==> src/rar_pkg.sv <==
// rar_pkg: shared types and constants for the rational arithmetic block.
// No dependencies.
`timescale 1ns / 1ps
`default_nettype none
package rar_pkg;
  localparam int unsigned OperandWidthDef = 32;
  localparam int unsigned ProdW = 64;

  typedef enum logic [1:0] {
    OP_ADD = 2'd0,
    OP_SUB = 2'd1,
    OP_MUL = 2'd2,
    OP_DIV = 2'd3
  } op_e;

  typedef enum logic [1:0] {
    ST_OK       = 2'd0,
    ST_ZERO_DEN = 2'd1,
    ST_DIV_ZERO = 2'd2,
    ST_OVERFLOW = 2'd3
  } status_e;

  typedef struct packed {
    logic signed [ProdW-1:0] num;
    logic signed [ProdW-1:0] den;
    status_e                 status;
  } job_t;
endpackage
`default_nettype wire

==> src/rar_queue.sv <==
// rar_queue: two-entry queue of jobs between front and back.
// Depends on rar_pkg.
`timescale 1ns / 1ps
`default_nettype none
module rar_queue (
  input  wire logic     clk_i,
  input  wire logic     rst_ni,
  input  wire logic     wr_valid_i,
  output logic          wr_ready_o,
  input  rar_pkg::job_t wr_data_i,
  output logic          rd_valid_o,
  input  wire logic     rd_ready_i,
  output rar_pkg::job_t rd_data_o
);
  import rar_pkg::*;

  job_t mem_q [2];
  logic wp_q, rp_q;
  logic [1:0] cnt_q;
  logic wr, rd;

  assign wr_ready_o = cnt_q != 2'd2;
  assign rd_valid_o = cnt_q != 2'd0;
  assign rd_data_o  = mem_q[rp_q];
  assign wr = wr_valid_i && wr_ready_o;
  assign rd = rd_valid_o && rd_ready_i;

  always_ff @(posedge clk_i) begin
    if (wr) mem_q[wp_q] <= wr_data_i;
  end

  always_ff @(posedge clk_i or negedge rst_ni) begin
    if (!rst_ni) begin
      wp_q <= 1'b0; rp_q <= 1'b0; cnt_q <= 2'd0;
    end else begin
      if (wr) wp_q <= ~wp_q;
      if (rd) rp_q <= ~rp_q;
      cnt_q <= cnt_q + {1'b0, wr} - {1'b0, rd};
    end
  end
endmodule
`default_nettype wire

==> config.mk <==
export PLATFORM = sky130hd
export DESIGN_NAME = rar_queue
export DESIGN_NICKNAME = d
export VERILOG_FILES = /design/src/rar_pkg.sv /design/src/rar_queue.sv
export SDC_FILE = /design/constraint.sdc
export NUM_CORES = 1
export LEC_CHECK = 0
export ABC_CLOCK_PERIOD_IN_PS = 6900
export BUFFER_PORTS_ARGS = -buffer_cell sky130_fd_sc_hd__buf_4
export CORE_MARGIN = 2
export CORE_UTILIZATION = 47
export CTS_CLUSTER_SIZE = 40
export DETAILED_ROUTE_END_ITERATION = 7
export PLACE_DENSITY = 0.83
export REMOVE_ABC_BUFFERS = 1
export SYNTH_ARGS = -nofsm -noshare
export SYNTH_HDL_FRONTEND = slang
export SYNTH_SLANG_ARGS = --single-unit
==> constraint.sdc <==
create_clock -name clk_i -period 6.9 [get_ports clk_i]
set_input_delay 0.345 -clock clk_i [delete_from_list [all_inputs] [get_ports clk_i]]
set_output_delay 0.345 -clock clk_i [all_outputs]
set_load 0.05 [all_outputs]
; ---- Word level (Yosys, flattened, before mapping)
; Memories as Yosys holds them, arrays and structs flattened.
; Cells that the tools add are included.
[totals]
ff_bits = 4
latchBits = 0
ramBits = 260
romBits = 0
output_inout_bits = 132
wordCells = 14
n_memories = 1
[classes]
addsub = 2
multipliers = 0
div = 0
magnitude_cmp = 0
n_eq_ne = 1
shift = 0
muxes = 2
bitwise_logic = 2
reduce_logical = 3
[memory_table]
columns = memory, words, width, rd, rd_clocked_by_memory_dff, wr, line
row1 = mem_q, 2, 130, 1, 0, 1, rar_queue.sv:17  ; job_t mem_q [2];
[ops]
columns = operator, n
row1 = $add 2x1->2, 1
row2 = $logic_and 1x1->1, 2
row3 = $mux 1, 2
row4 = $ne 2x2->1 const B, 1
row5 = $not 1->1, 2
row6 = $reduce_bool 2->1, 1
row7 = $sub 2x1->2, 1

; ---- Depth between registers and ports, before layout
[depth]
word_depth = 4
ltp_mapped = 7

; ---- Worst setup path after synthesis
; OpenSTA, ideal clock, no wires.
[synth_timing]
path_type = reg-to-reg
startpoint = reg cnt_q[0]
endpoint = mem mem_q[0][0] in the netlist's numbering, enable pin
setup_ps = 621
t_arrival_ps = 6425
setup_slack_ps = -147
path_stages_with_launch = 4
synth_period_minus_slack_ps = 7047
path_cell_list = dfrtp_1 -> nand2b_1 -> nand2_1 -> nor2_1
[synth_between]
elab_chain_len = 4
[synth_lines]
columns = element, line
row1 = start: declaration, rar_queue.sv:19  ; logic [1:0] cnt_q;
row2 = start signal: assignment, rar_queue.sv:38  ; cnt_q <= cnt_q + {1'b0, wr} - {1'b0, rd};
row3 = $ne 2x2->1, rar_queue.sv:22  ; assign wr_ready_o = cnt_q != 2'd2;
row4 = named net wr_ready_o, rar_queue.sv:9  ; output logic wr_ready_o,
row5 = $logic_and 1x1->1, rar_queue.sv:25  ; assign wr = wr_valid_i && wr_ready_o;
row6 = $mux 1, rar_queue.sv:29  ; if (wr) mem_q[wp_q] <= wr_data_i;
row7 = $mux 1 (not written as such), rar_queue.sv:29
row8 = end: declaration, rar_queue.sv:17
; The timed path passes the listed nets, and every way through them passes these cells.

==> out/qor.txt <==
status -> completed
RR Startpoint -> cnt_q[1]
CP bufs+invs -> 2
clock share of power -> 19.6%
cell taking the most area after synthesis -> edfxtp_1
RSZ-0062 raised after global routing -> false
Crit path top cell by count -> buf_4
Clock Tree Buf Depth -> 3
Static Leakage -> 5.62 nW
Core Region -> 20900 µm²
VDD IR-drop max -> 0.344 mV
final worst path period need -> 3.23 ns
CTS tree -> built
crit path launch type -> register
routed via count -> 5481
Layout fillers -> 1322
worst hold path startpoint -> wr_data_i[76]
Row Count -> 53
number of cells on the critical path -> 3
placed cell areas -> 12200 µm²
Worst Hold Class -> primary input to register
crit path capture type -> primary output
measured slew at the worst slew-check pin -> 1.01 ns
largest net degree at the start of global routing -> 74
Die H -> 150 µm
Worst EP arrival -> 2.89 ns
# DRC -> 0
Seq cells post-synth -> 264
first-pass GRT wire length -> 32000 µm
worst hold stages -> 1
drt first pass iters -> 4
PwrDens -> 467 nW/µm²
top-count cell post-synth -> edfxtp_1
Int Pwr -> 4.03 mW
predominant post-synthesis flop cell -> edfxtp_1
slowest stage delay, CP -> 0.84 ns
initial cell density of the core -> 47.6%
cell count after synthesis -> 422
CP Cell Sequence -> buf_4 -> mux2_2 -> buf_4
HPWL Detailed -> 12500 µm
R2R cell count -> 3
Crit Path Max Fanout -> 58
Cell variety after synth -> 17
R2R setup slack -> 4.19 ns
Switching Power -> 2.63 mW
WL per Instance -> 19.0 µm
io pins -> 266
crit path launch -> rp_q
Synth async-reset ratio -> 1.52%
mapped cell area -> 9950 µm²
Num CTS Buffers -> 26
die area -> 22400 µm²
I/O Buffers -> 265
CP max stage cell -> buf_4
Mapped Avg Cell Area -> 23.6 µm²
final net count -> 967
number of flops mapped to enable cells by yosys -> 260
Comb power frac -> 45.2%
Crit Path Category -> register to primary output
gr usage total -> 18.6%
initial antenna violation count -> 1
ranking of synthesized cells by area -> edfxtp_1 78%, mux2_4 14%, mux2_2 4.5%
Final Max Slew Viols -> 0
Final Instance Area -> 14200 µm²
Relative slew margins -> 32.9%
Final setup viols -> 0
Post-synth top cells -> 260 x edfxtp_1, 90 x mux2_4, 40 x mux2_2
Worst-path clk slew -> 0.06 ns
Fin. Hold Viols -> 0
sequential power share -> 35.2%
Tcrit/Tclk final -> 46.9%
vias in the first global route -> 6065
wirelength, routed -> 21400 µm
CP required -> 6.55 ns
Synth warnings -> 0
dpl ws -> 4.19 ns
GPL Wtd Cong -> 0.730
chip width -> 150 µm
Net Sw Frac -> 39.6%
maximum clock frequency -> 309 MHz
Sink Count -> 264
grt ovf -> 0
Vias/cell -> 4.86
Worst-Skew Late Latency -> 0.51 ns
Area Overhead vs Synth -> 43.1%
sequential cell area fraction in the yosys report -> 79.4%
clk_skew -> 0.00752 ns
setup ws final -> 3.67 ns
area share of the largest cell type after synthesis -> 78.4%
layout cell share with drive strength beyond 1 -> 51.9%
family with the most delay on the worst path -> buffers and inverters
Root Driver -> clkbuf_16
maxcap violations -> 0
H-tree levels -> 1
ANT nets after route -> 0
DR iter-0 viols -> 244
-- cell families after synthesis --
family,count (synthesis),share of synthesized area [%]
adders and majority gates,2,0.251
xor gates and xnor gates,4,0.352
muxes,130,18.1
and+or+nand+nor,6,0.327
buffers and inverters,16,1.52
DFF,264,79.4
-- repair_timing --
action                                 in CTS  in global routing
buffers inserted                            0                  0
endpoints found under the hold margin     243                  2
resized for setup                           0                  0
hold buffers                              125                  1
-- final timing paths --
check,endpoint
min in group asynchronous,cnt_q[1]
max reg2reg,mem_q[1][75]
min,mem_q[0][76]
max,rd_data_o[18]
min reg2reg,cnt_q[0]
max in group asynchronous,rp_q
-- per-layer routing --
layer  GRT usage (%)  wire (µm)
met4            7.00        697
met3            4.76       1550
met2            34.0      11500
met5               0          0
met1            20.9       7590
-- sequential cells by signal, indices dropped and copies added, names as in the netlist --
name and flops:
wp_q 1, cnt_q 2, rp_q 1, mem_q 260
-- stage by stage --
| stage | hold WS (ns) | utilization [%] | setup TNS, ns | power (mW) | std cells |
|---|---|---|---|---|---|
| after floorplan | 0.0494 | - | -19.05 | 4.68 | 407 |
| after global placement | 0.145 | 58.4 | 0 | 5.25 | 952 |
| after detailed placement | 0.147 | 58.4 | 0 | 5.33 | 952 |
| after CTS | 0.000128 | 68.1 | 0 | 6.69 | 1124 |
| after global routing | 0.00265 | 68.2 | 0 | 6.90 | 1126 |
| final | 0.0277 | 68.2 | 0 | 6.66 | 1127 |
-- layout by cell type (no fill, tap or decap) --
master         count
nand2b_1           1
clkbuf_1           5
ha_1               2
and3_4             1
and2_1             1
clkbuf_16         27
buf_4            270
nor2_4             1
nand2_1            1
dfrtp_4            1
bufinv_16          1
dlygate4sd3_1    126
dfrtp_1            3
clkinv_2           9
clkinv_1           5
xnor2_1            3
mux2_2            40
xor2_1             1
diode_2            2
inv_1              1
or2_2              1
edfxtp_1         260
mux2_4            90
-- power groups by stage --
stage               registers, mW  clock network, mW  logic, mW
CTS                          2.34               1.33       3.02
global route                 2.38               1.40       3.13
detailed placement           2.37                  0       2.95
global placement             2.35                  0       2.91
finish                       2.34               1.31       3.01
floorplan                    2.49                  0       2.19
-- layout make-up --
cell class              count  area [µm²]  share of cell area, %
clock inverters            15        93.8                  0.659
diodes                      2        5.00                 0.0351
clock buffers              32         694                   4.87
well taps                 275         344                   2.42
flip-flops and latches    264        7910                   55.5
inverters                   1        3.75                 0.0263
repair buffers            396        3290                   23.1
multi-input cells         142        1910                   13.4
Power figures use the tool's default switching activity.
