[config.mk]
export PLATFORM = sky130hd
export DESIGN_NAME = rar_back
export DESIGN_NICKNAME = d
export VERILOG_FILES = /design/src/rar_pkg.sv /design/src/rar_back.sv
export SDC_FILE = /design/constraint.sdc
export NUM_CORES = 1
export LEC_CHECK = 0
export BUFFER_PORTS_ARGS = -buffer_cell sky130_fd_sc_hd__clkbuf_2
export CAP_MARGIN = 30
export CORE_MARGIN = 5
export CORE_UTILIZATION = 25
export DETAILED_ROUTE_END_ITERATION = 7
export HOLD_SLACK_MARGIN = 0.03
export PLACE_DENSITY = 0.51
export SETUP_SLACK_MARGIN = 0.05
export SYNTH_ARGS = -nofsm -noshare
export SYNTH_HDL_FRONTEND = slang
export SYNTH_SLANG_ARGS = --single-unit
[constraint.sdc]
create_clock -name clk_i -period 13 [get_ports clk_i]
set_input_delay 2.6 -clock clk_i [delete_from_list [all_inputs] [get_ports clk_i]]
set_output_delay 2.6 -clock clk_i [all_outputs]
set_load 0.005 [all_outputs]
[src/rar_pkg.sv]
// rar_pkg: shared types and constants for the rational arithmetic block.
// No dependencies.
`timescale 1ns / 1ps
`default_nettype none
package rar_pkg;
  localparam int unsigned OperandWidthDef = 32;
  localparam int unsigned ProdW = 64;

  typedef enum logic [1:0] {
    OP_ADD = 2'd0,
    OP_SUB = 2'd1,
    OP_MUL = 2'd2,
    OP_DIV = 2'd3
  } op_e;

  typedef enum logic [1:0] {
    ST_OK       = 2'd0,
    ST_ZERO_DEN = 2'd1,
    ST_DIV_ZERO = 2'd2,
    ST_OVERFLOW = 2'd3
  } status_e;

  typedef struct packed {
    logic signed [ProdW-1:0] num;
    logic signed [ProdW-1:0] den;
    status_e                 status;
  } job_t;
endpackage
`default_nettype wire

[src/rar_back.sv]
// rar_back: GCD by shared restoring remainder unit, then exact division.
// Depends on rar_pkg. One quotient bit per cycle.
`timescale 1ns / 1ps
`default_nettype none
module rar_back (
  input  wire logic     clk_i,
  input  wire logic     rst_ni,
  input  wire logic     job_valid_i,
  output logic          job_ready_o,
  input  rar_pkg::job_t job_i,
  output logic          res_valid_o,
  input  wire logic     res_ready_i,
  output rar_pkg::job_t res_o
);
  import rar_pkg::*;

  localparam int unsigned CntW = $clog2(ProdW);

  typedef enum logic [2:0] {
    S_IDLE, S_GCD_CHK, S_GCD_DIV, S_QN, S_QD, S_OUT
  } state_e;

  state_e state_q;
  logic signed [ProdW-1:0] num_q, den_q;
  logic [ProdW-1:0] x_q, y_q;       // gcd operands
  logic [ProdW-1:0] rem_q, quo_q, dvs_q;
  logic [CntW-1:0] cnt_q;
  status_e st_q;
  job_t res_q;
  logic res_valid_q;
  logic [ProdW:0] rtry;
  logic [ProdW-1:0] mag_n, mag_d;

  assign mag_n = num_q[ProdW-1] ? -num_q : num_q;
  assign mag_d = den_q[ProdW-1] ? -den_q : den_q;
  assign rtry  = {rem_q, quo_q[ProdW-1]} - {1'b0, dvs_q};
  assign job_ready_o = state_q == S_IDLE;
  assign res_valid_o = res_valid_q;
  assign res_o = res_q;

  always_ff @(posedge clk_i or negedge rst_ni) begin
    if (!rst_ni) begin
      state_q     <= S_IDLE;
      res_valid_q <= 1'b0;
      cnt_q       <= '0;
    end else begin
      if (res_valid_q && res_ready_i) res_valid_q <= 1'b0;
      unique case (state_q)
        S_IDLE: begin
          if (job_valid_i) begin
            num_q <= job_i.num;
            den_q <= job_i.den;
            st_q  <= job_i.status;
            state_q <= (job_i.status == ST_OK) ? S_GCD_CHK : S_OUT;
            x_q <= '0;
            y_q <= '0;
          end
        end
        S_GCD_CHK: begin
          if (x_q == '0 && y_q == '0) begin
            x_q <= mag_n;
            y_q <= mag_d;
          end else if (y_q == '0) begin
            if (x_q == '0) state_q <= S_OUT;
            else begin
              rem_q <= '0; quo_q <= mag_n; dvs_q <= x_q;
              cnt_q <= '0; state_q <= S_QN;
            end
          end else begin
            rem_q <= '0; quo_q <= x_q; dvs_q <= y_q;
            cnt_q <= '0; state_q <= S_GCD_DIV;
          end
        end
        S_GCD_DIV, S_QN, S_QD: begin
          if (rtry[ProdW]) begin
            rem_q <= {rem_q[ProdW-2:0], quo_q[ProdW-1]};
            quo_q <= {quo_q[ProdW-2:0], 1'b0};
          end else begin
            rem_q <= rtry[ProdW-1:0];
            quo_q <= {quo_q[ProdW-2:0], 1'b1};
          end
          cnt_q <= cnt_q + 1'b1;
          if (cnt_q == CntW'(ProdW - 1)) begin
            unique case (state_q)
              S_GCD_DIV: begin
                x_q <= y_q;
                y_q <= rtry[ProdW] ? {rem_q[ProdW-2:0], quo_q[ProdW-1]}
                                   : rtry[ProdW-1:0];
                state_q <= S_GCD_CHK;
              end
              S_QN: begin
                num_q <= num_q[ProdW-1]
                  ? -{quo_q[ProdW-2:0], ~rtry[ProdW]}
                  : {quo_q[ProdW-2:0], ~rtry[ProdW]};
                rem_q <= '0; quo_q <= mag_d; cnt_q <= '0;
                state_q <= S_QD;
              end
              default: begin
                den_q <= den_q[ProdW-1]
                  ? -{quo_q[ProdW-2:0], ~rtry[ProdW]}
                  : {quo_q[ProdW-2:0], ~rtry[ProdW]};
                state_q <= S_OUT;
              end
            endcase
          end
        end
        S_OUT: begin
          if (!res_valid_q) begin
            res_q <= '{num: num_q, den: den_q, status: st_q};
            res_valid_q <= 1'b1;
            state_q <= S_IDLE;
          end
        end
        default: state_q <= S_IDLE;
      endcase
    end
  end
endmodule
`default_nettype wire

# == Word-level counts from Yosys, hierarchy flattened ==
# Index checks and enable logic that the tools add are counted.
# word_totals
register_bits,590
elab_cells,113
# op_classes
n_addsub,5
n_eq_ne,16
muxes,55
bitwise,3
n_reduce_logical,20
# ops
op,count
64-bit 2-to-1 mux,30
64-bit case mux with 2 select lines,4
64-bit case mux with 3 select lines,2
64-bit negator,3
64-bit logical NOT,2
65-bit by 64-bit subtractor with 65-bit output,1
6-bit 2-to-1 mux,5
3-bit 2-to-1 mux,7
"2-bit != test, second input constant",9
3-bit case mux with 4 select lines,1
6-bit case mux with 2 select lines,1
4-bit AND reduction,3
5-bit AND reduction,2
3-bit AND reduction,3
"6-bit by 1-bit adder with 6-bit output, second input constant",1
"3-bit by 2-bit equality test with 1-bit output, second input constant",2
"3-bit equality test, second input constant",2
"6-bit equality test, second input constant",1
3-bit case mux with 2 select lines,1
6-bit AND reduction,1
1-bit 2-to-1 mux,4
2-bit nonzero test,2
"3-bit by 1-bit equality test with 1-bit output, second input constant",1
3-bit logical NOT,1
7 further kinds,10

# == Depth between registers and ports, before layout ==
# logic_depth
depth_word,7
ltp_mapped,26

# == Worst setup path before layout ==
# Ideal clock, no wire load.
# synth_timing
kind,input to register
from,in job_valid_i
to,reg x_q[0] (enable)
setup_ps,805
t_arrival_ps,12191
slack_ps,4
stages,3
path_cell_list,nor2b_1 > nor3_1 > a211oi_1
# synth_between
elab_chain_cells,2
# synth_rtl
item,line_no,rtl
start: declaration,rar_back.sv:8,"input wire logic job_valid_i,"
2-bit != test (no line),--,
6-bit AND reduction (no line),--,
end signal: assignment,rar_back.sv:61,x_q <= mag_n;
end signal: assignment,rar_back.sv:86,x_q <= y_q;
end: declaration,rar_back.sv:25,"logic [ProdW-1:0] x_q, y_q;"
# No other way between the ends.
# A chain may end at the register's enable or synchronous reset.

# == Worst setup path in the final report ==
# layout_timing
from,reg quo_q[63]
to,reg num_q[58] (data pin)
# layout_between
elab_chain_cells,7
# layout_rtl
item,line_no,rtl
start: declaration,rar_back.sv:26,"logic [ProdW-1:0] rem_q, quo_q, dvs_q;"
start signal: assignment,rar_back.sv:77,"quo_q <= {quo_q[ProdW-2:0], 1'b0};"
start signal: assignment,rar_back.sv:80,"quo_q <= {quo_q[ProdW-2:0], 1'b1};"
65-bit by 64-bit subtractor with 65-bit output,rar_back.sv:36,"assign rtry = {rem_q, quo_q[ProdW-1]} - {1'b0, dvs_q};"
1-bit NOT,rar_back.sv:93,"? -{quo_q[ProdW-2:0], ~rtry[ProdW]}"
64-bit negator,rar_back.sv:93,
64-bit 2-to-1 mux,rar_back.sv:93,
64-bit 2-to-1 mux,rar_back.sv:84,unique case (state_q)
64-bit 2-to-1 mux,rar_back.sv:83,if (cnt_q == CntW'(ProdW - 1)) begin
64-bit case mux with 2 select lines,rar_back.sv:48,unique case (state_q)
end signal: assignment,rar_back.sv:51,num_q <= job_i.num;
end signal: assignment,rar_back.sv:92,num_q <= num_q[ProdW-1]
end: declaration,rar_back.sv:24,"logic signed [ProdW-1:0] num_q, den_q;"
# No other way between the ends. The select of a mux whose other input is x is not followed.

==> impl_metrics.yaml <==
placed_design:
  hpwl_um: 85800
  dp.cells: 5017
  place.gp.congestion: 0.856
  port-buffer-count: 265
  place_area_mm2: 0.0361
  pre_cts_slack_ps: 6650
final_layout:
  final_nets: 3528
  final_cell_area_mm2: 0.0381
  layout_commonest_cell: "edfxtp_1"
  drive_gt1_share_pct: 13.8
  finalNonFillerCells: 5132
  areaGrowthSynthToFinish_pct: 15.9
  final_cell_mix: "edfxtp_1 (580), nand2_1 (429), o21ai_0 (309)"
run_status:
  status: "completed"
critical_path:
  arrival_ps: 6730
  r2r_start: "quo_q[63]"
  cp.required_ps: 13360
  end_kind: "flip-flop"
  cp_max_fo: 8
  start_kind: "flip-flop"
  crit_type: "flip-flop to flip-flop"
  critPathLaunch: "quo_q[63]"
logic_synthesis:
  synthArstFlopShare_pct: 1.69
  yosys.area.top_type_share_pct: 53.0
  synth-edff-count: 580
  syn_area_mm2: 0.0329
  postSynthAreaPerCell_um2: 10.4
  syn-num-nets: 3352
  yosysSeqAreaShare_pct: 53.8
  synth.distinct_cells: 80
  synthTopCellsByArea: "edfxtp_1 (53%), xor2_1 (6.1%), nand2_1 (4.9%)"
  synth-main-ff-cell: "edfxtp_1"
  yosys.area.top_type: "edfxtp_1"
  syn_inst: 3149
  ys_ff_latch: 590
  yosysWarnings: 0
sta:
  finalCritPeriodShare_pct: 49.0
  fin_skew_ps: 26.9
  tightest_slew_ps: 1070
  fin_setup_tns_ps: 0
  hold_ws_ps: 419
  max_freq_ghz: 0.157
  setup_viol: 0
  slew_headroom_pct: 28.2
  setup_ws_ps: 6630
  rsz0062_at_grt: "no"
  fin_crit_ps: 6370
  hold_viol_final: 0
  slew_viol_final: 0
pwr:
  powerDensity_mw_per_mm2: 251
  ir_worst_vdd_v: 0.000135
  p_leak_nw: 13.8
grt:
  grt_pass1_wl_um: 171000
  grt_overflow_total: 0
  antenna_found_initial: 2
  grt_pass1_vias: 25300
  grt_usage_pct: 16.2
  grt_max_degree: 129
route:
  routed-via-count: 26200
  routed_wl_um: 116000
  vias_per_cell: 5.10
  first_pass_iters: 5
  drt_iter0_drc: 2765
  postRouteAntennaNets: 0
  wire_per_inst_um: 22.7
  drc: 0
clock_network:
  clkSlewWorstSetupHoldPaths_ps: 70
  cts-resized-gates: 0
  clockRootBuffer: "clkbuf_16"
  clk_latency_ps: 650
  cts_made_buffers: 61
  ctsHoldBuffers: 0
  post_cts_buffers: 0
  cts_tree: "built"
  clock-sinks: 590
  cts_buffer_depth: 3
  htreeDepth: 2
die:
  initial_core_util_pct: 25.1
  dieArea_mm2: 0.139
  rows: 133
  die_h_um: 373
  core-area_mm2: 0.131
  io_pins: 266
  fp.dieW_um: 373
worst_hold_path:
  hold_start: "st_q[0]"
  hold_path.class: "flip-flop to flip-flop"
job:
  maxCapViolCount: 0
critical path, stage by stage (launching register included):
cell,delay (ps)
edfxtp_1,390
inv_1,70
ha_1,150
inv_1,50
fa_1,420
a211oi_1,310
o21ai_0,240
nand3_1,250
a31oi_1,200
a21o_1,270
a21oi_1,230
xnor2_2,120
inv_2,130
ha_1,220
nand2b_1,130
or4_4,570
nand4b_4,270
or3_1,440
or3_1,410
nor4_2,370
nand2_1,310
o21ai_1,240
xor2_1,170
o21ai_1,80
where the power goes:
part	total [mW]	switching (mW)	internal, mW
registers	3.46	0.513	2.94
clock network	1.80	0.816	0.987
logic	4.31	2.92	1.40
final timing paths:
path,to,slack [ps],depth (start not counted)
worst max-delay path,num_q[58],6630,23
worst min-delay path,res_o[0],420,0
worst max register to register,num_q[58],6630,23
worst min register to register,res_o[0],420,0
max in group asynchronous,state_q[1],10930,1
min in group asynchronous,res_valid_o,1840,1
final cells by class:
cell class	instances	area (um^2)
inverter	100	375
antenna	1	2.50
timing repair buffer	310	1670
tap	1755	2200
clock buffer	68	1550
clock inverter	46	439
fill	13900	93000
multi-input combinational	2262	14200
sequential	590	17700
layer usage:
| metal | up-vias | routed length (um) | GRT usage [%] |
|---|---|---|---|
| met5 | - | 0 | 0 |
| met4 | 0 | 3320 | 4.29 |
| met3 | 153 | 6250 | 1.74 |
| met2 | 915 | 53700 | 26.1 |
| met1 | 13000 | 53200 | 23.1 |
| li1 | 12100 | - | - |
logic make-up after synthesis:
group / count (synthesis) / share of synthesized area [%]
adder cells (fa/ha/maj): 69 / 2.65
AO/OA/AOI/OAI: 939 / 17.9
buffers and inverters: 297 / 3.42
XOR/XNOR: 294 / 7.84
multiplexers: 40 / 1.25
AND/OR/NAND/NOR: 920 / 13.2
flip-flops: 590 / 53.8
per-stage QoR:
| step | utilization (%) | power, mW |
|---|---|---|
| 3_3_place_gp | 27.5 | 7.74 |
| 3_5_place_dp | 27.5 | 7.75 |
| 6_report | 29.0 | 9.57 |
| 5_1_grt | 29.0 | 10.1 |
| 4_1_cts | 29.0 | 9.58 |
| 2_1_floorplan | - | 6.25 |
Yosys cell counts (9+ instances only):
cell	count
nor3_1	42
buf_1	22
a22oi_1	12
nand2b_1	22
a21o_1	105
dfrtp_1	10
o21bai_1	15
o21a_1	10
o31ai_1	52
ha_1	68
clkbuf_1	169
o21ai_1	85
a21oi_1	118
nor2_1	156
nand3_1	36
o221ai_1	50
or2_2	18
or4_1	28
nand4_1	33
a31oi_1	13
nor2b_1	9
edfxtp_1	580
nor4_1	51
o22ai_1	50
o211ai_1	13
and3_1	15
inv_1	97
xor2_1	230
nand2_1	431
a211oi_1	21
xnor2_1	64
mux2i_1	32
and2_1	11
or3_1	43
o21ai_0	309
o41ai_1	38
state kept, by name, summed over array words and instances, names as in the netlist:
register	flops
cnt_q	6
dvs_q	64
den_q	64
x_q	64
rem_q	64
res_valid_o	1
num_q	64
st_q	2
quo_q	64
res_o	130
y_q	64
state_q	3
(Power assumes the default switching activity.)
